**config.mk**
```make
export PLATFORM = sky130hd
export DESIGN_NAME = xoshiro256pp_prng_with_seeding
export DESIGN_NICKNAME = d
export VERILOG_FILES = /design/src/hw/rtl/xsr_pkg.sv /design/src/hw/rtl/xsr_ctrl.sv /design/src/hw/rtl/xsr_datapath.sv /design/src/hw/rtl/xoshiro256pp_prng_with_seeding.sv
export SDC_FILE = /design/constraint.sdc
export NUM_CORES = 2
export LEC_CHECK = 0
export BUFFER_PORTS_ARGS = -buffer_cell sky130_fd_sc_hd__buf_2
export CAP_MARGIN = 20
export CORE_AREA = 5 5 545 547
export DETAILED_ROUTE_END_ITERATION = 12
export DIE_AREA = 0 0 550 552
export SETUP_SLACK_MARGIN = 0.1
export SYNTH_ARGS = -nofsm -noshare
export SYNTH_HDL_FRONTEND = slang
export SYNTH_SLANG_ARGS = --single-unit
```
**constraint.sdc**
```tcl
create_clock -name clk -period 21.1 [get_ports clk]
set_input_delay 3.165 -clock clk [delete_from_list [all_inputs] [get_ports clk]]
set_output_delay 3.165 -clock clk [all_outputs]
set_load 0.03 [all_outputs]
```
**src/hw/rtl/xsr_pkg.sv**
```systemverilog
// Shared types, constants and micro-program for the xoshiro256++ generator.
package xsr_pkg;

	localparam logic [1:0] MODE_SEED   = 2'd0;
	localparam logic [1:0] MODE_DRAW64 = 2'd1;
	localparam logic [1:0] MODE_DRAW32 = 2'd2;

	localparam logic [63:0] GOLDEN     = 64'h9e3779b97f4a7c15;
	localparam logic [63:0] SM_C1      = 64'hbf58476d1ce4e5b9;
	localparam logic [63:0] SM_C2      = 64'h94d049bb133111eb;
	localparam logic [63:0] XH_P1      = 64'h9E3779B185EBCA87;
	localparam logic [63:0] XH_P2      = 64'hC2B2AE3D27D4EB4F;
	localparam logic [63:0] XH_P3      = 64'h165667B19E3779F9;
	localparam logic [63:0] XH_P4      = 64'h85EBCA77C2B2AE63;
	localparam logic [63:0] XH_P5_LEN8 = 64'h27D4EB2F165667CD;

	localparam logic [3:0] LAST_OP = 4'd12;

	typedef enum logic [2:0] {
		ST_IDLE,
		ST_LOAD,
		ST_MUL0,
		ST_MUL1,
		ST_MUL2,
		ST_MUL3,
		ST_POST
	} ctl_state_t;

	typedef enum logic [2:0] {
		PRE_NONE,
		PRE_ROT31,
		PRE_HMIX,
		PRE_ADD_XS33,
		PRE_XS29,
		PRE_XS30,
		PRE_XS27
	} pre_t;

	typedef enum logic [2:0] {
		K_P1,
		K_P2,
		K_P3,
		K_C1,
		K_C2
	} kconst_t;

	typedef enum logic [1:0] {
		POST_NONE,
		POST_HASH,
		POST_STORE,
		POST_STORE_LAST
	} post_t;

	typedef struct packed {
		pre_t        pre;
		kconst_t     k;
		post_t       post;
		logic [1:0]  word;
	} uop_t;

	typedef struct packed {
		logic        capture_seed;
		logic        draw;
		logic        load_out;
		logic        load_skid;
		logic        move_skid;
		logic        ld_a;
		logic        mul0;
		logic        mul1;
		logic        mul2;
		logic        mul3;
		logic        post;
		logic [3:0]  pc;
	} ctl_cmd_t;

	function automatic logic [63:0] rotl64(input logic [63:0] v, input logic [5:0] n);
		logic [6:0] m;
		m = 7'd64 - {1'b0, n};
		return (v << n) | (v >> m);
	endfunction

	function automatic logic [63:0] kconst(input kconst_t k);
		case (k)
			K_P1:    return XH_P1;
			K_P2:    return XH_P2;
			K_P3:    return XH_P3;
			K_C1:    return SM_C1;
			K_C2:    return SM_C2;
			default: return XH_P1;
		endcase
	endfunction

	// Hash of the counter first, then four splitmix steps of two multiplies each.
	function automatic uop_t micro_op(input logic [3:0] pc);
		case (pc)
			4'd0:    return '{PRE_NONE,     K_P2, POST_NONE,       2'd0};
			4'd1:    return '{PRE_ROT31,    K_P1, POST_NONE,       2'd0};
			4'd2:    return '{PRE_HMIX,     K_P1, POST_NONE,       2'd0};
			4'd3:    return '{PRE_ADD_XS33, K_P2, POST_NONE,       2'd0};
			4'd4:    return '{PRE_XS29,     K_P3, POST_HASH,       2'd0};
			4'd5:    return '{PRE_XS30,     K_C1, POST_NONE,       2'd0};
			4'd6:    return '{PRE_XS27,     K_C2, POST_STORE,      2'd0};
			4'd7:    return '{PRE_XS30,     K_C1, POST_NONE,       2'd1};
			4'd8:    return '{PRE_XS27,     K_C2, POST_STORE,      2'd1};
			4'd9:    return '{PRE_XS30,     K_C1, POST_NONE,       2'd2};
			4'd10:   return '{PRE_XS27,     K_C2, POST_STORE,      2'd2};
			4'd11:   return '{PRE_XS30,     K_C1, POST_NONE,       2'd3};
			4'd12:   return '{PRE_XS27,     K_C2, POST_STORE_LAST, 2'd3};
			default: return '{PRE_NONE,     K_P1, POST_NONE,       2'd0};
		endcase
	endfunction

endpackage

```
**src/hw/rtl/xsr_ctrl.sv**
```systemverilog
// Controller: handshakes, output buffer occupancy and the seeding sequencer.
module xsr_ctrl (
	input  logic                clk,
	input  logic                arst_n,
	input  logic                in_valid,
	input  logic [1:0]          mode,
	input  logic                out_stall,
	output logic                in_stall,
	output logic                out_valid,
	output xsr_pkg::ctl_cmd_t   cmd
);

	xsr_pkg::ctl_state_t state_q, state_d;
	logic [3:0] pc_q;
	logic       out_v_q;
	logic       skid_v_q;
	logic       accept;
	logic       is_draw;
	logic       draw;
	logic       seed;
	logic       out_free;

	assign in_stall  = (state_q != xsr_pkg::ST_IDLE) || skid_v_q;
	assign out_valid = out_v_q;
	assign accept    = in_valid && !in_stall;
	assign is_draw   = mode inside {xsr_pkg::MODE_DRAW64, xsr_pkg::MODE_DRAW32};
	assign draw      = accept && is_draw;
	assign seed      = accept && (mode == xsr_pkg::MODE_SEED);
	assign out_free  = !out_v_q || !out_stall;

	always_comb begin
		state_d = state_q;
		case (state_q)
			xsr_pkg::ST_IDLE: begin
				if (seed) begin
					state_d = xsr_pkg::ST_LOAD;
				end
			end
			xsr_pkg::ST_LOAD: state_d = xsr_pkg::ST_MUL0;
			xsr_pkg::ST_MUL0: state_d = xsr_pkg::ST_MUL1;
			xsr_pkg::ST_MUL1: state_d = xsr_pkg::ST_MUL2;
			xsr_pkg::ST_MUL2: state_d = xsr_pkg::ST_MUL3;
			xsr_pkg::ST_MUL3: state_d = xsr_pkg::ST_POST;
			xsr_pkg::ST_POST: begin
				if (pc_q == xsr_pkg::LAST_OP) begin
					state_d = xsr_pkg::ST_IDLE;
				end else begin
					state_d = xsr_pkg::ST_LOAD;
				end
			end
			default: state_d = xsr_pkg::ST_IDLE;
		endcase
	end

	always_comb begin
		cmd              = '0;
		cmd.pc           = pc_q;
		cmd.capture_seed = seed;
		cmd.draw         = draw;
		cmd.move_skid    = out_free && skid_v_q;
		cmd.load_out     = out_free && !skid_v_q && draw;
		cmd.load_skid    = !out_free && draw;
		case (state_q)
			xsr_pkg::ST_LOAD: cmd.ld_a = 1'b1;
			xsr_pkg::ST_MUL0: cmd.mul0 = 1'b1;
			xsr_pkg::ST_MUL1: cmd.mul1 = 1'b1;
			xsr_pkg::ST_MUL2: cmd.mul2 = 1'b1;
			xsr_pkg::ST_MUL3: cmd.mul3 = 1'b1;
			xsr_pkg::ST_POST: cmd.post = 1'b1;
			default: ;
		endcase
	end

	always_ff @(posedge clk or negedge arst_n) begin
		if (!arst_n) begin
			state_q  <= xsr_pkg::ST_IDLE;
			pc_q     <= '0;
			out_v_q  <= 1'b0;
			skid_v_q <= 1'b0;
		end else begin
			state_q <= state_d;
			if (seed) begin
				pc_q <= '0;
			end else if (state_q == xsr_pkg::ST_POST && pc_q != xsr_pkg::LAST_OP) begin
				pc_q <= pc_q + 4'd1;
			end
			// The skid slot only fills while the output beat is held up.
			if (out_free) begin
				out_v_q  <= skid_v_q || draw;
				skid_v_q <= 1'b0;
			end else if (draw) begin
				skid_v_q <= 1'b1;
			end
		end
	end

endmodule

```
**src/hw/rtl/xsr_datapath.sv**
```systemverilog
// Datapath: state words, seed counter, shared 32x32 multiplier and output buffer.
module xsr_datapath (
	input  logic                clk,
	input  logic                arst_n,
	input  xsr_pkg::ctl_cmd_t   cmd,
	input  logic [1:0]          mode,
	input  logic [63:0]         seed_value,
	output logic [63:0]         random_value
);

	xsr_pkg::uop_t uop;
	logic [63:0] kval;
	logic [63:0] pre_val;
	logic [63:0] add_p4;
	logic [31:0] ma;
	logic [31:0] mb;
	logic [63:0] prod;
	logic [63:0] hash_fin;
	logic [63:0] sm_out;
	logic [63:0] hash_adv;
	logic [63:0] sc_adv;

	logic [63:0] sc_q;
	logic [3:0][63:0] st_q;
	logic [63:0] w_q;
	logic [63:0] a_q;
	logic [63:0] p_q;
	logic [63:0] acc_q;
	logic [63:0] out_q;
	logic [63:0] skid_q;

	logic [63:0] draw_res;
	logic [63:0] draw_val;
	logic [63:0] n0, n1, n2, n3;

	assign uop  = xsr_pkg::micro_op(cmd.pc);
	assign kval = xsr_pkg::kconst(uop.k);
	assign add_p4 = w_q + xsr_pkg::XH_P4;

	always_comb begin
		case (uop.pre)
			xsr_pkg::PRE_NONE:     pre_val = w_q;
			xsr_pkg::PRE_ROT31:    pre_val = xsr_pkg::rotl64(w_q, 6'd31);
			xsr_pkg::PRE_HMIX:     pre_val = xsr_pkg::rotl64(xsr_pkg::XH_P5_LEN8 ^ w_q, 6'd27);
			xsr_pkg::PRE_ADD_XS33: pre_val = add_p4 ^ (add_p4 >> 33);
			xsr_pkg::PRE_XS29:     pre_val = w_q ^ (w_q >> 29);
			xsr_pkg::PRE_XS30:     pre_val = w_q ^ (w_q >> 30);
			xsr_pkg::PRE_XS27:     pre_val = w_q ^ (w_q >> 27);
			default:               pre_val = w_q;
		endcase
	end

	// Low 64 bits of the product from three partial products, one per cycle.
	always_comb begin
		if (cmd.mul1) begin
			ma = a_q[31:0];
			mb = kval[63:32];
		end else if (cmd.mul2) begin
			ma = a_q[63:32];
			mb = kval[31:0];
		end else begin
			ma = a_q[31:0];
			mb = kval[31:0];
		end
	end

	assign prod     = {32'd0, ma} * {32'd0, mb};
	assign hash_fin = acc_q ^ (acc_q >> 32);
	assign hash_adv = hash_fin + xsr_pkg::GOLDEN;
	assign sm_out   = acc_q ^ (acc_q >> 31);
	assign sc_adv   = sc_q + xsr_pkg::GOLDEN;

	// xoshiro256++ output and state update.
	assign draw_res = xsr_pkg::rotl64(st_q[0] + st_q[3], 6'd23) + st_q[0];
	assign n2 = st_q[2] ^ st_q[0];
	assign n3 = st_q[3] ^ st_q[1];
	assign n1 = st_q[1] ^ n2;
	assign n0 = st_q[0] ^ n3;
	assign draw_val = (mode == xsr_pkg::MODE_DRAW32) ? {32'd0, draw_res[63:32]} : draw_res;

	always_ff @(posedge clk) begin
		if (cmd.capture_seed) begin
			w_q <= sc_q ^ seed_value;
		end else if (cmd.post) begin
			case (uop.post)
				xsr_pkg::POST_NONE:  w_q <= acc_q;
				xsr_pkg::POST_HASH:  w_q <= hash_adv;
				xsr_pkg::POST_STORE: w_q <= sc_adv;
				default: ;
			endcase
		end
		if (cmd.ld_a) begin
			a_q <= pre_val;
		end
		if (cmd.mul0 || cmd.mul1 || cmd.mul2) begin
			p_q <= prod;
		end
		if (cmd.mul1) begin
			acc_q <= p_q;
		end else if (cmd.mul2 || cmd.mul3) begin
			acc_q <= acc_q + {p_q[31:0], 32'd0};
		end
		if (cmd.move_skid) begin
			out_q <= skid_q;
		end else if (cmd.load_out) begin
			out_q <= draw_val;
		end
		if (cmd.load_skid) begin
			skid_q <= draw_val;
		end
	end

	always_ff @(posedge clk or negedge arst_n) begin
		if (!arst_n) begin
			sc_q <= '0;
			st_q <= '0;
		end else begin
			if (cmd.draw) begin
				st_q[0] <= n0;
				st_q[1] <= n1;
				st_q[2] <= n2 ^ (st_q[1] << 17);
				st_q[3] <= xsr_pkg::rotl64(n3, 6'd45);
			end else if (cmd.post) begin
				case (uop.post)
					xsr_pkg::POST_HASH: sc_q <= hash_adv;
					xsr_pkg::POST_STORE: begin
						sc_q          <= sc_adv;
						st_q[uop.word] <= sm_out;
					end
					xsr_pkg::POST_STORE_LAST: st_q[uop.word] <= sm_out;
					default: ;
				endcase
			end
		end
	end

	assign random_value = out_q;

endmodule

```
**src/hw/rtl/xoshiro256pp_prng_with_seeding.sv**
```systemverilog
// Draw item: result registered in the output slot, or the skid slot while that is held;
// this two-beat buffer absorbs a single stalled beat. Draws sustain one per cycle while
// the skid slot is empty and no seed item runs. Seed item: occupies the shared 32x32
// multiplier sequencer for 13 multiplies; no item is taken meanwhile. Mode 3 is ignored.
// Reset clears the seed counter and all four state words, so draws before seeding give 0.
module xoshiro256pp_prng_with_seeding (
	input  logic        clk,
	input  logic        arst_n,
	input  logic        in_valid,
	output logic        in_stall,
	input  logic [1:0]  mode,
	input  logic [63:0] seed_value,
	output logic        out_valid,
	input  logic        out_stall,
	output logic [63:0] random_value
);

	xsr_pkg::ctl_cmd_t cmd;

	xsr_ctrl u_ctrl (
		.clk       (clk),
		.arst_n    (arst_n),
		.in_valid  (in_valid),
		.mode      (mode),
		.out_stall (out_stall),
		.in_stall  (in_stall),
		.out_valid (out_valid),
		.cmd       (cmd)
	);

	xsr_datapath u_dp (
		.clk          (clk),
		.arst_n       (arst_n),
		.cmd          (cmd),
		.mode         (mode),
		.seed_value   (seed_value),
		.random_value (random_value)
	);

	// A seed beat starts the sequencer, which then holds off the input.
	a_seed_busy: assert property (@(posedge clk) disable iff (!arst_n)
		(in_valid && !in_stall && mode == xsr_pkg::MODE_SEED) |=> in_stall)
		else $error("seed beat did not start the sequencer");

	// A draw that meets a held output beat fills the skid slot.
	a_skid_fill: assert property (@(posedge clk) disable iff (!arst_n)
		(in_valid && !in_stall && out_valid && out_stall &&
		 (mode == xsr_pkg::MODE_DRAW64 || mode == xsr_pkg::MODE_DRAW32)) |=> in_stall)
		else $error("skid slot not occupied after stalled draw");

	// Multiply phases and the other datapath steps never overlap.
	a_phase_onehot: assert property (@(posedge clk) disable iff (!arst_n)
		$onehot0({cmd.ld_a, cmd.mul0, cmd.mul1, cmd.mul2, cmd.mul3, cmd.post, cmd.draw}))
		else $error("overlapping datapath commands");

	// Partial products follow each other cycle by cycle.
	a_mul_seq: assert property (@(posedge clk) disable iff (!arst_n)
		cmd.mul0 |=> cmd.mul1 ##1 cmd.mul2 ##1 cmd.mul3 ##1 cmd.post)
		else $error("multiply sequence broken");

endmodule

```
After elaboration in Yosys (flattened, before gate mapping)
Memories as Yosys holds them, arrays and structs flattened.
Index checks and enable logic that the tools add are counted.
{"block": "op_classes", "n_addsub": 7, "n_mul": 1, "div": 0, "order_cmp": 2, "n_eq_ne": 24, "shifts": 0, "muxes": 33, "n_bitwise": 18, "reduce_logical": 38}
{"op": "two-way mux 256 bit", "n": 3}
{"op": "two-way mux 64 bit", "n": 8}
{"op": "case mux 64 bit (6 select lines)", "n": 1}
{"op": "bitwise XOR 64 bit", "n": 6}
{"op": "bitwise mux 256 bit", "n": 1}
{"op": "case mux 64 bit (4 select lines)", "n": 1}
{"op": "adder 64 bit", "n": 3}
{"op": "adder 64 bit (second input constant)", "n": 3}
{"op": "case mux 64 bit (3 select lines)", "n": 1}
{"op": "demux 64 bit (select 2 bit)", "n": 1}
{"op": "case mux 64 bit (2 select lines)", "n": 1}
{"op": "two-way mux 32 bit", "n": 3}
{"op": "multiplier 32 x 32 -> 64 bit", "n": 1}
{"op": "OR 64 x 23 -> 64 bit", "n": 1}
{"op": "OR 64 x 27 -> 64 bit", "n": 1}
{"op": "OR 64 x 31 -> 64 bit", "n": 1}
{"op": "OR 64 x 45 -> 64 bit", "n": 1}
{"op": "bitwise XOR 64 x 31 -> 64 bit", "n": 1}
{"op": "bitwise XOR 64 x 32 -> 64 bit", "n": 1}
{"op": "bitwise XOR 64 x 33 -> 64 bit", "n": 1}
{"op": "bitwise XOR 64 x 34 -> 64 bit", "n": 1}
{"op": "bitwise XOR 64 x 35 -> 64 bit", "n": 1}
{"op": "bitwise XOR 64 x 37 -> 64 bit", "n": 1}
{"op": "inverter 36 bit", "n": 1}
{"op": "27 further kinds", "n": 79}
{"block": "totals", "regBits": 713, "latchBits": 0, "mem_bits_rw": 0, "rom_bits": 160, "inputBits": 70, "output_inout_bits": 66, "wordCells": 139, "memories": 1}
{"memory": "(no name shown)", "depth": 16, "width": 10, "read_ports": 1, "rd_clocked_by_memory_dff": 0, "wr": 0, "line_no": "xsr_pkg.sv:95", "text": "case (pc)"}

Longest topological paths before layout
An unclocked memory read counts as a cell.
{"block": "logic_depth", "word_depth": 9, "depth_mapped": 41}

Cells and area by module
A second synthesis with hierarchy kept.
{"block": "hier_totals", "hier_cells": 9747, "area_unflattened_um2": 84763.8}
{"module": "xsr_datapath", "instances": 1, "cells_per_inst": 9687, "area_each_um2": 84223.3}
{"module": "xsr_ctrl", "instances": 1, "cells_per_inst": 60, "area_each_um2": 540.5}

Worst setup path after synthesis
Ideal clock, no wire load.
{"block": "synth_path", "kind": "reg2reg", "from": "register u_ctrl.pc_q[1]", "to": "register u_dp.p_q[63] (data pin)", "t_arrival_ps": 9686, "slack_ps": 11154, "stages_incl_launch_ff": 39, "path_buffers": 5, "cell_sequence": "dfrtp_1 clkbuf_1 clkinv_1 clkbuf_1 ha_1 nand2_1 inv_1 nand2_1 o21a_1 nor2_1 or2_2 clkbuf_1 a21oi_1 clkbuf_1 nand2_1 fa_1 inv_1 fa_1 (+3 left out) inv_1 fa_1 fa_1 fa_1 inv_1 fa_1 inv_1 ha_1 clkbuf_1 nand4_1 or4_1 or2_2 o221a_2 o31ai_1 a21oi_1 o21ai_0 a31oi_1 xnor2_1"}
{"block": "synth_between", "elab_chain_cells": 5}
{"item": "start: declaration", "line_no": "xsr_ctrl.sv:14", "text": "logic [3:0] pc_q;"}
{"item": "start signal: assignment", "line_no": "xsr_ctrl.sv:85", "text": "pc_q <= pc_q + 4'd1;"}
{"item": "memory read (16 x 10 bit) (*)"}
{"item": "== test 3 bit (tied with other cells)", "line_no": "xsr_pkg.sv:83", "text": "case (k)"}
{"item": "case mux 64 bit (4 select lines) (*)", "line_no": "xsr_pkg.sv:83"}
{"item": "two-way mux 32 bit (*)", "line_no": "xsr_datapath.sv:55", "text": "if (cmd.mul1) begin"}
{"item": "multiplier 32 x 32 -> 64 bit (*)", "line_no": "xsr_datapath.sv:67", "text": "assign prod = {32'd0, ma} * {32'd0, mb};"}
{"item": "net u_dp.prod[63]", "line_no": "xsr_datapath.sv:17", "text": "logic [63:0] prod;"}
{"item": "end signal: assignment", "line_no": "xsr_datapath.sv:96", "text": "p_q <= prod;"}
{"item": "end: declaration", "line_no": "xsr_datapath.sv:27", "text": "logic [63:0] p_q;"}
Mark *: on every way through the listed nets, which the timed path passes. The rest lies on a longest branch.
A chain may end at the register's enable or synchronous reset.

Worst setup path after layout
{"block": "layout_path", "from": "register u_ctrl.pc_q[0]", "to": "register u_dp.p_q[63] (data pin)"}
The elaborated chain is that of the path after synthesis.

==> impl_metrics.env <==
export IMPL_avgViaCountPerCell=5.48
export IMPL_cp_num_buf_inv=6
export IMPL_synth_top_cell_by_area="fa_1"
export IMPL_hold_buffers=0
export IMPL_wirelength_um=326000
export IMPL_die_h_um=552
export IMPL_drive_above_1_share_pct=6.90
export IMPL_setup_viol=0
export IMPL_synth_edf_count=384
export IMPL_synth_cell_types=112
export IMPL_ys_flop_type="edfxtp_1"
export IMPL_postRouteAntennaNets=0
export IMPL_rows=199
export IMPL_synth_top_area_share_pct=21.4
export IMPL_min_path_type="reg -> reg"
export IMPL_dp_cells=13300
export IMPL_clock_latency_ns=0.70
export IMPL_initial_core_util_pct=28.8
export IMPL_gp_congestion=0.982
export IMPL_period_needed_ns=12.62
export IMPL_final_cell_mix="inv_1 (1,097), nor2_1 (1,008), nand2_1 (991)"
export IMPL_track_usage_pct=20.8
export IMPL_ys_seq_area_share_pct=23.5
export IMPL_cts_path_max_buffers=3
export IMPL_final_cells=13400
export IMPL_overflow=0
export IMPL_met3_length_um=35000
export IMPL_synthesis_area_sq_um=84100
export IMPL_drc=0
export IMPL_core_area_sq_um=292000
export IMPL_critPathTopFamily="adder cells"
export IMPL_maxCapViolations=0
export IMPL_syn_avg_cell_area_sq_um=8.72
export IMPL_grt_pass1_vias=70600
export IMPL_grt_pass1_wl_um=481000
export IMPL_fin_tns_setup_ns=0
export IMPL_post_route_util_pct=31.4
export IMPL_cts_sinks=713
export IMPL_cts_tree="built"
export IMPL_cts_root_buf="clkbuf_16"
export IMPL_hpwl_um=249000
export IMPL_route_met2_wl_um=141000
export IMPL_critical_path_startpoint_type="register"
export IMPL_slew_violations=0
export IMPL_htreeDepth=3
export IMPL_die_w_um=550
export IMPL_worst_slew_pin_slew_ns=1.17
export IMPL_rsz0062_at_grt="no"
export IMPL_ios=136
export IMPL_final_area_sq_um=91700
export IMPL_cts_inserted_buffers=76
export IMPL_wl_met1_um=133000
export IMPL_crit_slowest_cell="dfrtp_1"
export IMPL_slowest_delay_ns=0.95
export IMPL_post_cts_buffers=0
export IMPL_final_nets=10800
export IMPL_yosysWarnings=0
export IMPL_postSynthCellCount=9644
export IMPL_drt_iter0_drc=9162
export IMPL_wl_per_cell_um=24.3
export IMPL_ys_seq_elements=713
export IMPL_synthToLayoutAreaGrowth_pct=9.06
export IMPL_netlist_top_cells_area="fa_1 (21%), edfxtp_1 (14%), dfrtp_1 (9.8%), ha_1 (6.5%), inv_1 (4.9%)"
export IMPL_synthesis_nets=11000
export IMPL_critPathArrivalTime_ns=13.04
export IMPL_slew_headroom_pct=21.7
export IMPL_top_layer_used="met5"
export IMPL_finClkSkew_ns=0.0428
export IMPL_antenna_found_initial=9
export IMPL_async_flop_share_pct=46.1
export IMPL_cp_data_required_time_ns=21.52
export IMPL_placed_area_sq_um=89000
export IMPL_first_pass_iters=10
export IMPL_hold_viol=0
export IMPL_grt_max_degree=106
export IMPL_fmax_ghz=0.0792
export IMPL_critical_path_class="reg -> reg"
export IMPL_worstSetupEndpointType="register"
export IMPL_vias=73400
export IMPL_status="finished clean"
export IMPL_clkTransAtPathRegs_ns=0.06
export IMPL_final_common_cell="inv_1"
export IMPL_worstPathMaxFanout=29
export IMPL_ctsResizeCount=0
export IMPL_num_fill_cells=30500
export IMPL_die_area_sq_um=304000
export IMPL_crit_path_frequent_cell="fa_1"
export IMPL_io_buffers=135
export IMPL_fin_crit_sh_pct=59.8
-- through the flow --
step,hold WS (ns),setup slack [ns]
after floorplan,0.484,11.15
after global placement,0.502,8.88
after detailed placement,0.509,8.75
after CTS,0.527,8.67
after global routing,0.542,7.90
final,0.517,8.48
-- synthesized netlist by cell type, types with 42 or more instances --
library cell and number:
inv_1 1097, nor2_1 1016, nand2_1 995, fa_1 899
clkbuf_1 558, a21oi_1 556, o21ai_0 525, ha_1 434
xnor2_1 417, edfxtp_1 384, dfrtp_1 329, xor2_1 282
nor3_1 210, nand3_1 207, a21o_1 125, a221oi_1 92
mux2i_1 90, a31oi_1 84, o211ai_1 77, and2_1 71
o21bai_1 69, o221ai_1 64, a211oi_1 59, nand4_1 59
o22ai_1 55, o31ai_1 51, and3_1 48, a22oi_1 46
nor2b_1 46, o21a_1 43, mux2_2 42
-- worst reg2reg max path, delay by kind of cell, from the launching register on --
family                     cells  cell delay [ns]
adders and majority gates     10             4.59
buffers and inverters          6             1.43
AOI/OAI and AO/OA             10             2.93
xor gates and xnor gates       1             0.13
DFF                            1             0.95
and+or+nand+nor                8             2.31
-- layer usage --
layer / vias up / track usage [%]
li1: 32200 / -
met1: 36400 / 28.6
met2: 4028 / 31.4
met3: 716 / 5.07
met4: 4 / 8.53
met5: - / 0
-- cell type report --
| cell class | instances | area, sq um | share of cell area, % |
|---|---|---|---|
| Clock inverter | 43 | 538 | 0.587 |
| Clock buffer | 94 | 2120 | 2.31 |
| Timing Repair Buffer | 321 | 2090 | 2.28 |
| Sequential cell | 713 | 19800 | 21.5 |
| Inverter | 1111 | 4170 | 4.55 |
| Tap cell | 3919 | 4900 | 5.35 |
| Antenna cell | 5 | 12.5 | 0.0136 |
| Multi-Input combinational cell | 7200 | 58100 | 63.4 |
-- cells by family after synthesis --
logic type,Yosys count,synth area share [%]
simple gates,2842,14.7
compound gates,2191,17.2
flops,713,23.5
fa+ha+maj,1333,27.9
xor+xnor,700,7.31
mux,134,1.66
buf+inv,1731,7.76
-- final timing paths --
| kind | from | end | slack (ns) | cells past startpoint |
|---|---|---|---|---|
| max | u_ctrl.pc_q[0] | u_dp.p_q[63] | 8.48 | 35 |
| min | u_dp.p_q[63] | u_dp.acc_q[63] | 0.52 | 2 |
| max reg2reg | u_ctrl.pc_q[0] | u_dp.p_q[63] | 8.48 | 35 |
| min reg2reg | u_dp.p_q[63] | u_dp.acc_q[63] | 0.52 | 2 |
| max in group asynchronous | arst_n | u_dp.st_q[249] | 16.56 | 3 |
| min in group asynchronous | arst_n | u_dp.st_q[138] | 2.53 | 1 |
-- flip-flops by register name, summed over array words and instances, names as in the netlist --
| name | cells |
|---|---|
| u_dp.random_value | 64 |
| u_dp.st_q | 256 |
| u_ctrl.skid_v_q | 1 |
| u_dp.w_q | 64 |
| u_ctrl.out_valid | 1 |
| u_dp.sc_q | 64 |
| u_ctrl.pc_q | 4 |
| u_ctrl.state_q | 3 |
| u_dp.acc_q | 64 |
| u_dp.skid_q | 64 |
| u_dp.a_q | 64 |
| u_dp.p_q | 64 |
Power is not shown: default switching activity piles up to over one toggle a cycle in this logic, so the estimate is an artifact.
